**config.mk**
```make
export PLATFORM = sky130hd
export DESIGN_NAME = ts_packet_size_sync_detector_unit
export DESIGN_NICKNAME = d
export VERILOG_FILES = /design/src/rtl/tsd_pkg.sv /design/src/rtl/tsd_hist.sv /design/src/rtl/tsd_ctrl.sv /design/src/rtl/ts_packet_size_sync_detector_unit.sv
export VERILOG_INCLUDE_DIRS = /design/src /design/src/rtl
export SDC_FILE = /design/constraint.sdc
export NUM_CORES = 2
export LEC_CHECK = 0
export ABC_AREA = 1
export BUFFER_PORTS_ARGS = -buffer_cell sky130_fd_sc_hd__buf_2
export CAP_MARGIN = 20
export CORE_UTILIZATION = 30
export DETAILED_ROUTE_END_ITERATION = 7
export GPL_TIMING_DRIVEN = 0
export HOLD_SLACK_MARGIN = 0.03
export PLACE_DENSITY = 0.53
export SLEW_MARGIN = 10
export SYNTH_ARGS = -nofsm -noshare
export SYNTH_HDL_FRONTEND = slang
export SYNTH_HIERARCHICAL = 1
export SYNTH_SLANG_ARGS = --single-unit
```
**constraint.sdc**
```tcl
create_clock -name clk -period 15.2 [get_ports clk]
set_input_delay 0.76 -clock clk [delete_from_list [all_inputs] [get_ports clk]]
set_output_delay 0.76 -clock clk [all_outputs]
set_load 0.01 [all_outputs]
```
**src/rtl/assert_macros.svh**
```systemverilog
// ---------------------------------------------------------------------------
// Assertion macros
// Concurrent assertion wrappers shared by the RTL; empty for synthesis.
// ---------------------------------------------------------------------------
`ifndef ASSERT_MACROS_SVH
`define ASSERT_MACROS_SVH

`ifndef SYNTHESIS

// Checked on every rising clock edge outside of reset.
`define TSD_ASSERT_RST(lbl, clk, rstn, prop, msg) \
  lbl: assert property (@(posedge clk) disable iff (!rstn) (prop)) else $error(msg);

// Checked on every rising clock edge, reset included.
`define TSD_ASSERT_ALWAYS(lbl, clk, prop, msg) \
  lbl: assert property (@(posedge clk) (prop)) else $error(msg);

`else

`define TSD_ASSERT_RST(lbl, clk, rstn, prop, msg)
`define TSD_ASSERT_ALWAYS(lbl, clk, prop, msg)

`endif

`endif

```
**src/rtl/tsd_pkg.sv**
```systemverilog
// ---------------------------------------------------------------------------
// tsd_pkg
// Types and constants of the transport stream packet size and sync detector.
// ---------------------------------------------------------------------------
package tsd_pkg;

  // Packets tested per candidate offset
  localparam int TRY_PACKETS = 5;

  localparam int SIZE_SHORT_I = 188;
  localparam int SIZE_LONG_I  = 204;

  // Byte distance from a candidate to its last test byte
  localparam int SPAN_LAG = SIZE_LONG_I * (TRY_PACKETS - 1);

  localparam logic [7:0] SIZE_SHORT = 8'd188;
  localparam logic [7:0] SIZE_LONG  = 8'd204;

  // "OTV :-)"
  localparam logic [55:0] SIGNATURE = 56'h4F5456203A2D29;

  localparam logic [31:0] HDR_LAST_POS = 32'd6;

  // Configuration register indexes
  localparam logic [1:0] REG_SYNC_VALUE  = 2'd0;
  localparam logic [1:0] REG_ZERO_RUN    = 2'd1;
  localparam logic [1:0] REG_SEARCH_SPAN = 2'd2;

  localparam logic [7:0]  SYNC_VALUE_RST  = 8'd71;
  localparam logic [7:0]  ZERO_RUN_RST    = 8'd10;
  localparam logic [10:0] SEARCH_SPAN_RST = 11'd204;

  typedef enum logic [3:0] {
    PH_HEADER = 4'b0001,
    PH_ZEROS  = 4'b0010,
    PH_SEARCH = 4'b0100,
    PH_DONE   = 4'b1000
  } phase_t;

  typedef struct packed {
    logic [7:0]  sync_value;
    logic [7:0]  zero_run;
    logic [10:0] search_span;
  } cfg_t;

  // Sync tests for the candidate under judgment
  typedef struct packed {
    logic head;
    logic pass_short;
    logic pass_long;
  } tap_t;

  typedef struct packed {
    logic        header_seen;
    logic        search_done;
    logic        locked;
    logic [7:0]  packet_size;
    logic [31:0] stream_offset;
  } res_t;

endpackage

```
**src/rtl/tsd_hist.sv**
```systemverilog
// ---------------------------------------------------------------------------
// tsd_hist
// Shift line of sync match bits with fixed taps at packet spacings.
// ---------------------------------------------------------------------------
module tsd_hist import tsd_pkg::*; (
  input  logic clk,
  input  logic rst_n,
  input  logic adv,
  input  logic restart,
  input  logic match,
  output tap_t taps
);

  // Bit k holds the byte k+1 positions before the one now in the step
  logic [SPAN_LAG-1:0] hist_r;
  logic [SPAN_LAG-1:0] hist_nxt;

  // Bit k is the byte k positions back; bit 0 is the byte in the step
  logic [SPAN_LAG:0]   hist_line;

  logic [TRY_PACKETS-2:0] tap_short;
  logic [TRY_PACKETS-2:0] tap_long;

  always_comb begin
    if (restart) begin
      hist_nxt = {{(SPAN_LAG-1){1'b0}}, match};
    end else begin
      hist_nxt = {hist_r[SPAN_LAG-2:0], match};
    end
  end

  always_ff @(posedge clk) begin
    if (!rst_n) begin
      hist_r <= '0;
    end else if (adv) begin
      hist_r <= hist_nxt;
    end
  end

  assign hist_line = {hist_r, match};

  for (genvar t = 1; t < TRY_PACKETS; t++) begin : g_tap
    assign tap_short[t-1] = hist_line[SPAN_LAG - SIZE_SHORT_I*t];
    assign tap_long[t-1]  = hist_line[SPAN_LAG - SIZE_LONG_I*t];
  end

  // A restart empties the line, so every tap reads zero for that beat
  assign taps.head       = !restart && hist_line[SPAN_LAG];
  assign taps.pass_short = !restart && (&tap_short);
  assign taps.pass_long  = !restart && (&tap_long);

endmodule

```
**src/rtl/tsd_ctrl.sv**
```systemverilog
// ---------------------------------------------------------------------------
// tsd_ctrl
// Header check, zero run count and candidate search; holds the result.
// ---------------------------------------------------------------------------
module tsd_ctrl import tsd_pkg::*; (
  input  logic       clk,
  input  logic       rst_n,
  input  logic       adv,
  input  logic       restart,
  input  logic [7:0] data_byte,
  input  cfg_t       cfg,
  input  tap_t       taps,
  output res_t       res
);

  logic [31:0] pos_r,  pos_nxt;
  logic [55:0] hdr_r,  hdr_nxt;
  phase_t      phase_r, phase_nxt;
  logic [31:0] base_r, base_nxt;
  logic [7:0]  zcnt_r, zcnt_nxt;
  logic [31:0] cand_r, cand_nxt;
  logic        lock_r, lock_nxt;
  logic [7:0]  size_r, size_nxt;
  logic [31:0] loff_r, loff_nxt;
  logic        seen_r, seen_nxt;

  logic [31:0] pos_c, base_c, cand_c;
  logic [55:0] hdr_c;
  phase_t      phase_c;
  logic [7:0]  zcnt_c;
  logic        judge;
  logic [7:0]  size_found;

  always_comb begin
    // restart clears the state before this beat is taken in
    pos_c   = restart ? '0 : pos_r;
    hdr_c   = restart ? '0 : hdr_r;
    phase_c = restart ? PH_HEADER : phase_r;
    base_c  = restart ? '0 : base_r;
    zcnt_c  = restart ? '0 : zcnt_r;
    cand_c  = restart ? '0 : cand_r;
    lock_nxt = restart ? 1'b0 : lock_r;
    size_nxt = restart ? '0 : size_r;
    loff_nxt = restart ? '0 : loff_r;

    if (data_byte == 8'd0) begin
      zcnt_nxt = (zcnt_c == 8'hFF) ? zcnt_c : zcnt_c + 8'd1;
    end else begin
      zcnt_nxt = '0;
    end

    hdr_nxt   = hdr_c;
    phase_nxt = phase_c;
    base_nxt  = base_c;
    cand_nxt  = cand_c;

    case (phase_c)
      PH_HEADER: begin
        hdr_nxt = {hdr_c[47:0], data_byte};
        if (pos_c == HDR_LAST_POS) begin
          if (hdr_nxt == SIGNATURE && cfg.zero_run != 8'd0) begin
            phase_nxt = PH_ZEROS;
          end else begin
            base_nxt  = '0;
            cand_nxt  = '0;
            phase_nxt = PH_SEARCH;
          end
        end
      end
      PH_ZEROS: begin
        if (zcnt_nxt >= cfg.zero_run) begin
          base_nxt  = pos_c;
          cand_nxt  = pos_c;
          phase_nxt = PH_SEARCH;
        end
      end
      PH_SEARCH, PH_DONE: begin
      end
      default: begin
        phase_nxt = PH_HEADER;
      end
    endcase

    if (taps.head && taps.pass_short) begin
      size_found = SIZE_SHORT;
    end else if (taps.head && taps.pass_long) begin
      size_found = SIZE_LONG;
    end else begin
      size_found = '0;
    end

    // candidate is judged once its last test byte is in
    judge = (phase_nxt == PH_SEARCH) && ((pos_c - cand_nxt) == 32'(SPAN_LAG));
    if (judge) begin
      if ((cand_nxt - base_nxt) >= {21'd0, cfg.search_span}) begin
        phase_nxt = PH_DONE;
      end else if (size_found != 8'd0) begin
        lock_nxt  = 1'b1;
        size_nxt  = size_found;
        loff_nxt  = cand_nxt;
        phase_nxt = PH_DONE;
      end else begin
        cand_nxt = cand_nxt + 32'd1;
      end
    end

    pos_nxt  = pos_c + 32'd1;
    seen_nxt = (pos_c >= HDR_LAST_POS || phase_nxt != PH_HEADER) && hdr_nxt == SIGNATURE;
  end

  always_ff @(posedge clk) begin
    if (!rst_n) begin
      pos_r   <= '0;
      hdr_r   <= '0;
      phase_r <= PH_HEADER;
      base_r  <= '0;
      zcnt_r  <= '0;
      cand_r  <= '0;
      lock_r  <= 1'b0;
      size_r  <= '0;
      loff_r  <= '0;
      seen_r  <= 1'b0;
    end else if (adv) begin
      pos_r   <= pos_nxt;
      hdr_r   <= hdr_nxt;
      phase_r <= phase_nxt;
      base_r  <= base_nxt;
      zcnt_r  <= zcnt_nxt;
      cand_r  <= cand_nxt;
      lock_r  <= lock_nxt;
      size_r  <= size_nxt;
      loff_r  <= loff_nxt;
      seen_r  <= seen_nxt;
    end
  end

  assign res.header_seen   = seen_r;
  assign res.search_done   = (phase_r == PH_DONE);
  assign res.locked        = lock_r;
  assign res.packet_size   = size_r;
  assign res.stream_offset = loff_r;

endmodule

```
**src/rtl/ts_packet_size_sync_detector_unit.sv**
```systemverilog
// ---------------------------------------------------------------------------
// ts_packet_size_sync_detector_unit
// Finds packet size (188 or 204) and first sync offset in a byte stream.
// ---------------------------------------------------------------------------
//  channel  direction  ports                                    beat
//  in       input      in_valid/in_stall, in_data_byte, in_restart   one stream byte
//  out      output     out_valid/out_stall, out_header_seen ...      status after a byte
//  cfg      input      cfg_wr_en, cfg_index, cfg_wdata               register write
//
//  One beat per cycle in and out unless stalled; a byte's status goes out
//  once it has passed the input register, then the state and result register.
//  The sync history is a fixed 816-bit shift line, read at constant taps.
//  rst_n is synchronous and clears the state and the registers to defaults.
//  out_stall holds both stages; in_stall rises only when the input register
//  is full and cannot move on.
// ---------------------------------------------------------------------------
`include "assert_macros.svh"

module ts_packet_size_sync_detector_unit import tsd_pkg::*; (
  input  logic        clk,
  input  logic        rst_n,
  input  logic        in_valid,
  output logic        in_stall,
  input  logic [7:0]  in_data_byte,
  input  logic        in_restart,
  output logic        out_valid,
  input  logic        out_stall,
  output logic        out_header_seen,
  output logic        out_search_done,
  output logic        out_locked,
  output logic [7:0]  out_packet_size,
  output logic [31:0] out_stream_offset,
  input  logic        cfg_wr_en,
  input  logic [1:0]  cfg_index,
  input  logic [10:0] cfg_wdata
);

  cfg_t       cfg_r;
  logic       s1_valid_r;
  logic [7:0] s1_data_r;
  logic       s1_restart_r;
  logic       out_valid_r;
  logic       o_rdy;
  logic       s1_rdy;
  logic       step;
  logic       match;
  tap_t       taps;
  res_t       res;

  always_ff @(posedge clk) begin
    if (!rst_n) begin
      cfg_r.sync_value  <= SYNC_VALUE_RST;
      cfg_r.zero_run    <= ZERO_RUN_RST;
      cfg_r.search_span <= SEARCH_SPAN_RST;
    end else if (cfg_wr_en) begin
      case (cfg_index)
        REG_SYNC_VALUE:  cfg_r.sync_value  <= cfg_wdata[7:0];
        REG_ZERO_RUN:    cfg_r.zero_run    <= cfg_wdata[7:0];
        REG_SEARCH_SPAN: cfg_r.search_span <= cfg_wdata;
        default: begin
        end
      endcase
    end
  end

  assign o_rdy    = !out_valid_r || !out_stall;
  assign s1_rdy   = !s1_valid_r || o_rdy;
  assign in_stall = !s1_rdy;
  assign step     = s1_valid_r && o_rdy;

  always_ff @(posedge clk) begin
    if (!rst_n) begin
      s1_valid_r  <= 1'b0;
      out_valid_r <= 1'b0;
    end else begin
      if (s1_rdy) begin
        s1_valid_r <= in_valid;
      end
      if (o_rdy) begin
        out_valid_r <= s1_valid_r;
      end
    end
  end

  // hold the byte in the input register until the step takes it
  always_ff @(posedge clk) begin
    if (s1_rdy && in_valid) begin
      s1_data_r    <= in_data_byte;
      s1_restart_r <= in_restart;
    end
  end

  assign match = (s1_data_r == cfg_r.sync_value);

  tsd_hist u_hist (
    .clk     (clk),
    .rst_n   (rst_n),
    .adv     (step),
    .restart (s1_restart_r),
    .match   (match),
    .taps    (taps)
  );

  tsd_ctrl u_ctrl (
    .clk       (clk),
    .rst_n     (rst_n),
    .adv       (step),
    .restart   (s1_restart_r),
    .data_byte (s1_data_r),
    .cfg       (cfg_r),
    .taps      (taps),
    .res       (res)
  );

  assign out_valid         = out_valid_r;
  assign out_header_seen   = res.header_seen;
  assign out_search_done   = res.search_done;
  assign out_locked        = res.locked;
  assign out_packet_size   = res.packet_size;
  assign out_stream_offset = res.stream_offset;

  `TSD_ASSERT_RST(a_lock_done, clk, rst_n, res.locked |-> res.search_done, "lock without done")
  `TSD_ASSERT_RST(a_lock_size, clk, rst_n, res.locked |-> (res.packet_size == SIZE_SHORT || res.packet_size == SIZE_LONG), "bad packet size")
  `TSD_ASSERT_RST(a_unlock_zero, clk, rst_n, !res.locked |-> (res.packet_size == 8'd0 && res.stream_offset == 32'd0), "stale lock fields")
  `TSD_ASSERT_RST(a_step_out, clk, rst_n, step |=> out_valid_r, "stepped beat not presented")
  `TSD_ASSERT_RST(a_hold_s1, clk, rst_n, (s1_valid_r && !o_rdy) |=> s1_valid_r, "held beat lost")

endmodule

```
==> results.cfg <==
[status]
status = finished, final reports clean

[power]
p_per_area_nw_per_um2 = 121.6
p_leak_nw = 24.97
max-vdd-ir-drop_mv = 0.1139
total_power_mw = 7.150

[placed_design]
place_ws_ns = 4.322
gp_congestion = 0.9895
place_inst = 9474
hpwl_microns = 113900
io_buffers = 70

[routing]
dr.pass1.iters = 5
viasPerCell = 4.967
detail-route-antenna-nets = 0
wl_per_cell_microns = 16.22
drt_iter0_markers = 4088
routed-via-count = 48170
wirelength_microns = 157300
drc = 0

[hold_path]
holdCritPathClass = in2reg

[timing]
min_period_over_period_pct = 74.85
rsz0062_at_grt = no
max_freq_ghz = 0.08789
max_slew_margin_pct = 21.58
slew_viol_final = 0
hold_violations = 0
setup_slack_ns = 3.823
worst_clock_skew_ns = 0.06414
period_needed_ns = 11.38
tns_ns = 0
setup_viol = 0
worst_slew_pin_slew_ns = 1.176

[cells_and_area]
fill_cells = 18170
regArea_sq_um = 21310
nets = 7491
areaGrowthSynthToFinish_pct = 14.19
final_layout_size_suffix_gt1_share_pct = 11.53
fin_cells = 9699
multiInputGateArea_sq_um = 25050

[synth]
synthCells = 7185
synth_edf_count = 9
synth_area_leader_cell = dfxtp_1
synth_top_area_share_pct = 40.85
synth_seq_cells = 1060
ys_types = 68
synthTopCellsByCount = nor2_1 (1223), o21ai_0 (1084), dfxtp_1 (1051)
yosysMostFrequentCell = nor2_1
avgSynthCellArea_sq_um = 7.168
async_reset_ff_share_pct = 0
syn-num-nets = 7298
syn-cell-area_sq_um = 51510
synth-main-ff-cell = dfxtp_1
yosysSeqAreaShare_pct = 41.37
synthTopCellsByArea = dfxtp_1 (41%), o21ai_0 (11%), nor2_1 (8.9%)
yosys_warnings = 6

[floorplan]
rows = 151
ioPinCount = 72
die_width_microns = 416.4
die-area_sq_um = 173300
die_y_microns = 416.4
initial_core_util_pct = 30.32
core_sq_um = 169800

[clock_network]
cts_tree = done
clock_latency_ns = 0.78
ctsResizeCount = 0
cts_root_buf = clkbuf_16
cts_sinks = 1060
ctsHoldBuffers = 0
cts_buffer_depth = 3
cts-buffers-inserted = 120
post_cts_buffers = 0
htree_levels = 3
cts.clk_slew.worst_paths_ns = 0.06

[grt]
grt_use_total_pct = 17.58
grt_start_max_net_pins = 20
grt_pass1_wl_microns = 246500
grt_pass1_vias = 43990
grtUsageMet2_pct = 28.35
antenna_found_initial = 2
grt_use_met1_pct = 23.76
globalRouteOverflowTotal = 0
top_usage_layer = met2
met3_usage_pct = 2.645

[worst_setup_path]
critPathSlowestCell = clkbuf_1
cp_max_fo = 10
required_ns = 15.82
critPathArrivalTime_ns = 11.99
worstSetupStartpointType = register
cp_common_cell = nand2_1
path_class = reg2reg
max_stage_delay_ns = 0.84
timing.critical_path.to_type = register

[flow_run]
drv_cap = 0
==> placed cells by master, fill, tap and decap left out, types with 51 or more instances in the layout <==
master,n
ha_1,85
clkbuf_1,331
nor3_1,58
clkbuf_16,120
nand3_1,175
o211ai_1,51
nand2_1,928
o21ai_0,1084
nor2_1,1223
a21oi_1,719
nand4_1,72
inv_1,620
dfxtp_1,1051
buf_2,151
a21oi_2,301
nor2_2,54
==> area by class of cell <==
cell class	instances	area share, %
plain buffers	495	4.717
clock buffers	175	5.882
clock inverters	47	1.185
diodes	3	0.01276
multi-input cells	4998	42.58
flip-flops and latches	1060	36.23
repair buffers	71	0.6148
inverters	632	4.051
well taps	2218	4.719
==> critical path, delay by kind of cell (launching register included) <==
kind | cells | cell delay [ns]
buf+inv | 13 | 4.56
simple gates | 27 | 3.69
fa+ha+maj | 4 | 1.22
compound gates | 5 | 0.95
flops | 1 | 0.52
xor+xnor | 1 | 0.20
==> where the power goes <==
| group | internal [mW] | switching [mW] |
|---|---|---|
| clock | 1.78 | 1.23 |
| sequential | 2.96 | 0.0964 |
| combinational | 0.349 | 0.726 |
==> through the flow <==
| step | util (%) | cell area [sq um] | hold WS (ns) |
|---|---|---|---|
| 6_report | 34.63 | 58810 | 0.2694 |
| 4_1_cts | 34.62 | 58810 | 0.2024 |
| 5_1_grt | 34.62 | 58810 | 0.2253 |
| 3_5_place_dp | 32.17 | 54650 | 0.4254 |
| 2_1_floorplan | - | 51510 | 0.4420 |
| 3_3_place_gp | 32.16 | 54630 | 0.4244 |
==> routing by layer <==
layer	wire length, microns	vias to the layer above
met4	5439	2
met1	72200	22590
met3	9453	262
li1	-	24070
met5	13	-
met2	70240	1245
==> flip-flops by register name, indices dropped and copies added, names as in the netlist <==
register,count
u_ctrl/lock_r,1
u_ctrl/zcnt_r,8
cfg_r,27
s1_data_r,8
u_ctrl/base_r,32
s1_valid_r,1
s1_restart_r,1
u_ctrl/phase_r,4
u_ctrl/seen_r,1
u_ctrl/pos_r,32
u_ctrl/loff_r,32
u_ctrl/size_r,8
u_hist/hist_r,816
out_valid,1
u_ctrl/hdr_r,56
u_ctrl/cand_r,32
==> final timing paths <==
path	cells past startpoint	slack (ns)	start	to
max	50	3.82	s1_restart_r	u_ctrl/cand_r[20]
min	3	0.27	cfg_wdata[8]	cfg_r[8]
max reg2reg	50	3.82	s1_restart_r	u_ctrl/cand_r[20]
min reg2reg	2	0.43	u_ctrl/size_r[1]	u_ctrl/size_r[1]
==> kinds of logic (layout without fill, tap and decap cells) <==
family                     after synthesis  in the layout  share of synthesized area [%]
buffers and inverters                 1127           1420                          10.01
other                                    0              3                              0
and+or+nand+nor                       2615           2615                          21.18
DFF                                   1060           1060                          41.37
AOI/OAI and AO/OA                     2271           2271                          24.89
adders and majority gates               86             86                          2.104
xor gates and xnor gates                26             26                         0.4421
(Power assumes the default switching activity.)
